`config.mk`:
```
export PLATFORM = sky130hd
export DESIGN_NAME = kmf_sqrt_cell
export DESIGN_NICKNAME = d
export VERILOG_FILES = /design/src/hdl/kmf_pkg.sv /design/src/hdl/kmf_sqrt_cell.sv
export SDC_FILE = /design/constraint.sdc
export NUM_CORES = 1
export LEC_CHECK = 0
export BUFFER_PORTS_ARGS = -buffer_cell sky130_fd_sc_hd__buf_2
export CORE_AREA = 2 2 198 200
export CTS_CLUSTER_DIAMETER = 40
export CTS_CLUSTER_SIZE = 28
export DETAILED_ROUTE_END_ITERATION = 10
export DIE_AREA = 0 0 200 202
export PLACE_DENSITY = 0.53
export SKIP_LAST_GASP = 1
export SLEW_MARGIN = 20
export SYNTH_ARGS = -nofsm -noshare
export SYNTH_HDL_FRONTEND = slang
export SYNTH_SLANG_ARGS = --single-unit
```
`constraint.sdc`:
```
create_clock -name clk -period 1.4 [get_ports clk]
set_input_delay 0.21 -clock clk [delete_from_list [all_inputs] [get_ports clk]]
set_output_delay 0.21 -clock clk [all_outputs]
set_load 0.03 [all_outputs]
```
`src/hdl/kmf_pkg.sv`:
```
// Shared types and constants of the Kerr metric function evaluator.
// Holds the beat payload structs, the cell payload structs and the CORDIC angle table.
// No dependencies.
`default_nettype none
package kmf_pkg;

	localparam int RADIUS_W = 24;
	localparam int ANGLE_W  = 16;
	localparam int MASS_W   = 24;
	localparam int SPIN_W   = 25;
	localparam int SIGMA_W  = 48;
	localparam int DELTA_W  = 48;
	localparam int AREA_W   = 60;
	localparam int ERGO_W   = 32;
	localparam int CFG_W    = 25;

	// CORDIC datapath: x and y in Q2.30 with headroom, angles where pi = 2^31
	localparam int XY_W      = 34;
	localparam int Z_W       = 32;
	localparam int TABLE_LEN = 24;
	localparam logic signed [XY_W-1:0] CORDIC_X0 = 34'sh026DD3B6A;

	// Square root: 48-bit radicand, one result bit per step
	localparam int RADICAND_W = 48;
	localparam int SQRT_STEPS = 24;
	localparam int REM_W      = 27;

	typedef enum logic [0:0] {
		REG_MASS = 1'b0,
		REG_SPIN = 1'b1
	} cfg_reg_t;

	typedef struct packed {
		logic [RADIUS_W-1:0] radius;
		logic [ANGLE_W-1:0]  polar_angle;
	} item_t;

	typedef struct packed {
		logic [SIGMA_W-1:0]        sigma_value;
		logic signed [DELTA_W-1:0] delta_value;
		logic [AREA_W-1:0]         area_value;
		logic [ERGO_W-1:0]         ergosphere_radius;
	} result_t;

	typedef struct packed {
		logic signed [XY_W-1:0] x;
		logic signed [XY_W-1:0] y;
		logic signed [Z_W-1:0]  z;
		logic [RADIUS_W-1:0]    radius;
	} cordic_t;

	typedef struct packed {
		logic [RADICAND_W-1:0] rest;
		logic [REM_W-1:0]      rem;
		logic [SQRT_STEPS-1:0] root;
		logic [SIGMA_W-1:0]    sigma;
		logic [DELTA_W-1:0]    delta;
		logic [AREA_W-1:0]     area;
	} sqrt_t;

	function automatic logic [Z_W-1:0] atan_entry(input int idx);
		logic [Z_W-1:0] v;
		case (idx)
			0:  v = 32'h20000000;
			1:  v = 32'h12E4051E;
			2:  v = 32'h09FB385B;
			3:  v = 32'h051111D4;
			4:  v = 32'h028B0D43;
			5:  v = 32'h0145D7E1;
			6:  v = 32'h00A2F61E;
			7:  v = 32'h00517C55;
			8:  v = 32'h0028BE53;
			9:  v = 32'h00145F2F;
			10: v = 32'h000A2F98;
			11: v = 32'h000517CC;
			12: v = 32'h00028BE6;
			13: v = 32'h000145F3;
			14: v = 32'h0000A2FA;
			15: v = 32'h0000517D;
			16: v = 32'h000028BE;
			17: v = 32'h0000145F;
			18: v = 32'h00000A30;
			19: v = 32'h00000518;
			20: v = 32'h0000028C;
			21: v = 32'h00000146;
			22: v = 32'h000000A3;
			23: v = 32'h00000051;
			default: v = '0;
		endcase
		return v;
	endfunction

endpackage
`default_nettype wire

```
`src/hdl/kmf_sqrt_cell.sv`:
```
// One restoring square-root cell: settles one root bit, carries finished results along.
// Depends on kmf_pkg.
`default_nettype none
module kmf_sqrt_cell (
	input  wire logic           clk,
	input  wire logic           arst_n,
	input  wire logic           en,
	input  wire logic           in_vld,
	input  wire kmf_pkg::sqrt_t in_pl,
	output logic                out_vld,
	output kmf_pkg::sqrt_t      out_pl
);

	kmf_pkg::sqrt_t nxt;
	logic [kmf_pkg::REM_W-1:0] rem_sh;
	logic [kmf_pkg::REM_W-1:0] trial;

	always_comb begin
		nxt = in_pl;
		rem_sh = {in_pl.rem[kmf_pkg::REM_W-3:0],
			in_pl.rest[kmf_pkg::RADICAND_W-1 -: 2]};
		trial = {1'b0, in_pl.root, 2'b01};
		nxt.rest = {in_pl.rest[kmf_pkg::RADICAND_W-3:0], 2'b00};
		if (rem_sh >= trial) begin
			nxt.rem = rem_sh - trial;
			nxt.root = {in_pl.root[kmf_pkg::SQRT_STEPS-2:0], 1'b1};
		end else begin
			nxt.rem = rem_sh;
			nxt.root = {in_pl.root[kmf_pkg::SQRT_STEPS-2:0], 1'b0};
		end
	end

	always_ff @(posedge clk or negedge arst_n) begin
		if (!arst_n) begin
			out_vld <= 1'b0;
		end else if (en) begin
			out_vld <= in_vld;
		end
	end

	always_ff @(posedge clk) begin
		if (en) begin
			out_pl <= nxt;
		end
	end

endmodule
`default_nettype wire

```
==> flow_summary.ini, run 1 <==
[sta]
drv_slew = 0
rsz0062_at_grt = yes
fin_skew_ns = 0
fin_crit_ns = 1.79
finalCritPeriodShare_pct = 128
final_hold_viol_count = 0
max_clock_freq_mhz = 560
worst_slack_ns = -0.385
setup_violations = 29

[power]
power.switching_w = 0.00709
p_int_w = 0.0182
p_leak_nw = 7.88
p_clk_share_pct = 43.4
power_frac_seq_pct = 36.9
pwr-share-comb_pct = 19.7
power_density_nw_per_um2 = 1380
vdd_ir_drop_max_mv = 0.818
p_total_w = 0.0253
p_sw_share_pct = 28.1

[logic_synthesis]
syn_avg_cell_area_um2 = 17.5
synth_cell_types = 57
yosys.area.top_type_share_pct = 80.5
seq_area_frac_synth_pct = 80.7
synth_area_leaders = edfxtp_1, ha_1, o21ai_0, nand2_1, inv_1
ys_ff_latch = 254
ys.warnings.count = 0
async_flop_share_pct = 0.394
netlist_area_um2 = 9440
synthCells = 540
synth_top_cell_by_area = edfxtp_1
synth_edf_count = 253
synthFlopType = edfxtp_1

[placement]
placed_cells = 1669
dp_hpwl_mm = 26.5
gp_congestion = 0.803
pre_cts_ws_ns = -1.13
port-buffer-count = 510

[grt]
grt_pass1_wl_mm = 52.7
grt-ovfl-total = 0
first_global_vias = 8960
antenna_found_initial = 5
grtUsageTotal_pct = 17.7
grt_max_degree = 41

[setup_path]
cp.arrival_ns = 2.06
cp.required_ns = 1.68
crit_type = in -> reg
cpMaxStageDelayCell = or3_4
start_kind = input port
endpoint_kind = register
crit_family = compound AO/OA/AOI/OAI gates
max_stage_delay_ns = 0.39
worstPathCellList = buf_8 > inv_4 > ha_4 > or3_4 > o22ai_4 > o221ai_2 > o22a_2 > nor3b_4 > o31ai_2 > o21ai_2
critPathMaxFanout = 5
critical_path_buf_inv_count = 2

[cells_and_area]
n_fill_cell = 3327
drive_above_1_share_pct = 54.9
multi_input_area_um2 = 2220
final_nets = 1732
area_growth_pct = 94.3
layout.cells.non_filler = 2001
seqCellArea_um2 = 7620

[route]
viasPerCell = 4.15
finalWirelength_mm = 37.2
dr.pass1.iters = 5
drc_errors = 0
detail-route-antenna-nets = 0
vias = 8313
drt_iter0_markers = 266
wl_per_cell_um = 18.6

[run_status]
status = finished with violations
violations = setup timing

[floorplanning]
core_um2 = 38300
dieArea_um2 = 40400
fp.dieH_um = 202
io_pins = 515
rows = 72
die_w_um = 200
initial_core_util_pct = 24.7

[clock_tree]
htree_levels = 2
cts_made_buffers = 42
clk_pin_slew_ns = 0.06
clockBufferDepth = 3
clock_latency_ns = 0.54
cts_tree = yes
cts.sinks = 254
cts_root_buf = clkbuf_16

[min_path]
hold_path.class = in -> reg

[run]
drv_cap = 0
[area by class of cell]
class,instances,share of cell area (%)
multi-input combinational,245,12.1
clock buffer,44,5.77
sequential,254,41.5
inverter,29,0.716
timing repair buffer,875,33.8
tap,518,3.53
clock inverter,32,2.50
antenna,4,0.0546
[stage by stage]
stage | hold WS (ns) | setup TNS (ns) | utilization (%) | area, um^2
6_report | 0.0420 | -8.58 | 47.9 | 18300
2_1_floorplan | -0.0856 | -19.24 | - | 9600
4_1_cts | 0.00574 | -8.94 | 47.1 | 18000
3_5_place_dp | -0.00267 | -27.43 | 35.6 | 13600
5_1_grt | 0.0499 | -10.02 | 47.9 | 18300
3_3_place_gp | -0.00426 | -26.85 | 35.6 | 13600
[registers in the layout, indices dropped and copies added, names as in the netlist]
signal / cells
out_pl: 253
out_vld: 1
[what timing repair did]
item	4_1_cts	5_1_grt
endpoints found under the setup margin	35	33
pin swaps	25	29
hold buffers	244	0
cloned	2	0
buffers inserted	8	1
resized for setup	105	78
endpoints found under the hold margin	243	0
[cell usage in the layout, fill, tap and decap left out, types with 11 or more instances in the layout]
cell type / Yosys / final
buf_6: 1 / 20
clkbuf_16: 0 / 42
nor2_1: 15 / 13
o21ai_1: 2 / 12
nand2_1: 43 / 25
buf_4: 2 / 108
o21ai_0: 41 / 12
xor2_1: 11 / 11
o21ai_2: 0 / 18
ha_4: 0 / 15
nand2_2: 0 / 12
dlygate4sd3_1: 0 / 244
buf_2: 7 / 487
inv_1: 29 / 19
edfxtp_1: 253 / 253
a21oi_2: 0 / 11
[routing by layer]
layer	vias up	track usage (%)	wire (um)
li1	3910	-	-
met1	3982	18.5	13600
met2	330	32.2	19200
met3	89	4.69	2540
met4	2	9.02	1870
met5	-	0	13
[cells in the mapped netlist (all sizes together) (5+ instances only)]
cell type / count
nor2: 15
buf: 10
ha: 26
o21ai: 43
xnor2: 10
nand2: 43
xor2: 11
a21oi: 21
inv: 29
nand4: 5
a21o: 6
edfxtp: 253
[final timing paths]
check                                         start               endpoint  slack [ns]  cells after the start
min in group asynchronous                    arst_n    out_vld$_DFFE_PN0P_        0.51                      3
worst min-delay path                     in_pl[199]  out_pl[201]$_DFFE_PP_        0.04                      4
max in group asynchronous                    arst_n    out_vld$_DFFE_PN0P_        0.78                      3
worst max-delay path                     in_pl[157]  out_pl[197]$_DFFE_PP_       -0.39                     10
worst min register to register  out_vld$_DFFE_PN0P_    out_vld$_DFFE_PN0P_        0.53                      1
worst max register to register  out_vld$_DFFE_PN0P_    out_vld$_DFFE_PN0P_        0.65                      1
[worst min-delay path: cells and delay by family]
kind,cells,cell delay [ns]
AO/OA/AOI/OAI,1,0.04
buffers and inverters,2,0.19
AND/OR/NAND/NOR,1,0.05
[cell families after synthesis]
family / count (synthesis) / synth area share (%)
simple gates: 91 / 4.56
flops: 254 / 80.7
compound gates: 102 / 7.02
buf+inv: 42 / 1.92
xor+xnor: 21 / 1.95
other cells: 1 / 0.0397
fa+ha+maj: 26 / 3.45
mux: 3 / 0.344
[power groups by stage]
stage	Sequential, W	Combinational, W	Clock, W
global placement	0.00945	0.00400	0
floorplan	0.0108	0.000767	0
finish	0.00932	0.00498	0.0110
global route	0.00939	0.00527	0.0115
detailed placement	0.00945	0.00401	0
CTS	0.00932	0.00485	0.0112
No activity file was read; power rests on OpenSTA's default activity.
==> run 2: changes to the inputs <==
ABC_AREA = 1   (was unset)
CORE_AREA = 2 2 199 201   (was 2 2 198 200)
DIE_AREA = 0 0 201 203   (was 0 0 200 202)
PLACE_DENSITY = 0.55   (was 0.53)
==> run 2 against run 1 <==
  * The run still ends with setup timing left
  * Wire length increased by 20%
  * Sequential power is essentially flat
  * Global-route usage increased by 3.7 points
  * Maximum frequency rose by 25%
  * Final cell count increased by 13%
  * Die area increased by 1.0%
  * Critical path type is now reg -> out
  * Highest routed layer unchanged
==> flow_summary.ini, run 2 <==
[run_status]
status = finished with violations
violations = setup timing

[cells_and_area]
final_common_cell = buf_2
drive_above_1_share_pct = 51.4
area_growth_pct = 89.3
layout_common_cells = buf_2, edfxtp_1, dlygate4sd3_1, nand2_1, buf_4
top_register = out_pl
reg.largest.list = out_pl: 253 flops, out_vld: 1 flops
final_nets = 1982
final_util_pct = 49.6
largest_reg_flops = 253

[setup_path]
crit_type = reg -> out
worstPathCellList = buf_6
timing.reg2reg.setup_slack_ns = 0.65
critPathMaxFanout = 1
max_stage_delay_ns = 0.48
start_kind = register
crit_family = flip-flops
reg2reg_depth = 1
r2r-start = out_vld$_DFFE_PN0P_
endpoint_kind = output port
cp.required_ns = 1.19
reg2reg_to = out_vld$_DFFE_PN0P_
cpMaxStageDelayCell = edfxtp_1
cp.arrival_ns = 1.22
critical_path_buf_inv_count = 1

[logic_synthesis]
synthTopCellsByCount = edfxtp_1, nand2_1, inv_1, nor2_1, nand3_1
synthXorXnorAreaFrac_pct = 1.30
async_flop_share_pct = 0.394
syn_avg_cell_area_um2 = 13.0
ys.warnings.count = 0
synth_top_cell_by_area = edfxtp_1
synthFlopType = edfxtp_1
seq_area_frac_synth_pct = 75.6
synth_top_family_by_area = simple AND/OR/NAND/NOR gates
ys_ff_latch = 254
synth-compound-area-share_pct = 1.75
synth_edf_count = 253
synth.most_common_cell = edfxtp_1
synth_area_leaders = edfxtp_1, nand2_1, inv_1, ha_1, nand3_1
synthAdderAreaFrac_pct = 3.23
synth.area.mux_share_pct = 0.112
netlist_area_um2 = 10100
yosys.area_share.simple_pct = 12.7
yosys.area.top_type_share_pct = 75.3
synth_cell_types = 29
synthCells = 777

[sta]
rsz0062_at_grt = yes
drv_slew = 0
holdWs_ns = 0.0414
final_hold_viol_count = 0
worst_slack_ns = -0.0261
finalSetupTns_ns = -0.0562
finalCritPeriodShare_pct = 102
fin_skew_ns = 0
max_clock_freq_mhz = 701
fin_crit_ns = 1.43
setup_violations = 5

[placement]
dp_hpwl_mm = 32.4
gp_congestion = 0.914
port-buffer-count = 510

[power]
p_total_w = 0.0249
power.switching_w = 0.00745
p_int_w = 0.0174
vdd_ir_drop_max_mv = 0.725
p_leak_nw = 8.66
p_sw_share_pct = 30.0
pwr-share-comb_pct = 21.5
power_frac_seq_pct = 37.5
power_density_nw_per_um2 = 1300
p_clk_share_pct = 40.9

[grt]
grt-ovfl-total = 0
first_global_vias = 9873
grt_pass1_wl_mm = 64.3
antenna_found_initial = 13
grtUsageTotal_pct = 21.3
grt_max_degree = 35

[floorplanning]
rows = 72
dieArea_um2 = 40800
io_pins = 515
core_um2 = 38500
initial_core_util_pct = 26.2
die_w_um = 201
fp.dieH_um = 203

[clock_tree]
cts_root_buf = clkbuf_16
cts_made_buffers = 43
cts.sinks = 254
clk_pin_slew_ns = 0.06
clock_latency_ns = 0.53
cts_tree = yes
htree_levels = 2
clockBufferDepth = 3

[min_path]
hold_path.class = in -> reg
whs_path_depth = 4
min_to = out_pl[196]$_DFFE_PP_
min-delay-start = in_pl[194]

[run]
drv_cap = 0

[route]
drc_errors = 0
dr.pass1.iters = 7
viasPerCell = 4.21
wl_per_cell_um = 19.8
vias = 9483
drt_iter0_markers = 468
finalWirelength_mm = 44.8
detail-route-antenna-nets = 0
[run 2: repair_timing]
action,CTS,global route
hold endpoints to repair,242,1
hold buffers,243,1
gates resized for setup,89,121
gates cloned,2,0
setup buffers,12,9
pin swaps,35,25
endpoints found under the setup margin,33,45
[run 2: cell families (layout without fill, tap and decap cells)]
logic type               after synthesis  after routing
AO/OA/AOI/OAI                         30             30
XOR/XNOR                              15             15
adder cells (fa/ha/maj)               26             26
buffers and inverters                133           1084
flip-flops                           254            254
multiplexers                           1              1
other                                  1             10
AND/OR/NAND/NOR                      317            317
[run 2: metal layers]
layer	up-vias	global-route usage (%)	wire [um]
li1	4462	-	-
met5	-	0	84
met1	4519	23.5	16700
met3	97	6.84	3290
met4	12	9.15	1660
met2	393	37.8	23000
[run 2: how the worst max path moves through the flow]
stage,from,depth (start not counted),end,slack (ns)
finish,out_pl[229]$_DFFE_PP_,1,out_pl[229],-0.03
global route,out_pl[135]$_DFFE_PP_,1,out_pl[135],-0.1
CTS,out_pl[135]$_DFFE_PP_,1,out_pl[135],-0.07
detailed placement,in_pl[174],14,out_pl[194]$_DFFE_PP_,-0.68
global placement,in_pl[166],16,out_pl[198]$_DFFE_PP_,-0.72
floorplan,in_pl[167],15,out_pl[193]$_DFFE_PP_,-0.38
[run 2: stage by stage]
step | setup WS, ns | area (um^2) | cells
6_report | -0.0261 | 19100 | 2255
4_1_cts | -0.0668 | 18700 | 2240
3_5_place_dp | -0.681 | 14500 | 1906
2_1_floorplan | -0.375 | 10500 | 778
3_3_place_gp | -0.716 | 14500 | 1906
5_1_grt | -0.0996 | 19100 | 2253
[run 2: power groups by stage]
stage | combinational (W) | sequential (W) | clock (W)
5_1_grt | 0.00564 | 0.00939 | 0.0108
2_1_floorplan | 0.000978 | 0.0108 | 0
3_3_place_gp | 0.00434 | 0.00946 | 0
3_5_place_dp | 0.00435 | 0.00945 | 0
6_report | 0.00535 | 0.00933 | 0.0102
4_1_cts | 0.00518 | 0.00932 | 0.0104
[run 2: layout make-up]
| type | count | area, um^2 |
|---|---|---|
| fill | 3410 | 19400 |
| timing repair buffer | 881 | 6240 |
| multi-input combinational | 391 | 2680 |
| sequential | 254 | 7620 |
| tap | 518 | 648 |
| antenna | 8 | 20.0 |
| clock inverter | 34 | 313 |
| inverter | 126 | 500 |
| clock buffer | 43 | 1080 |
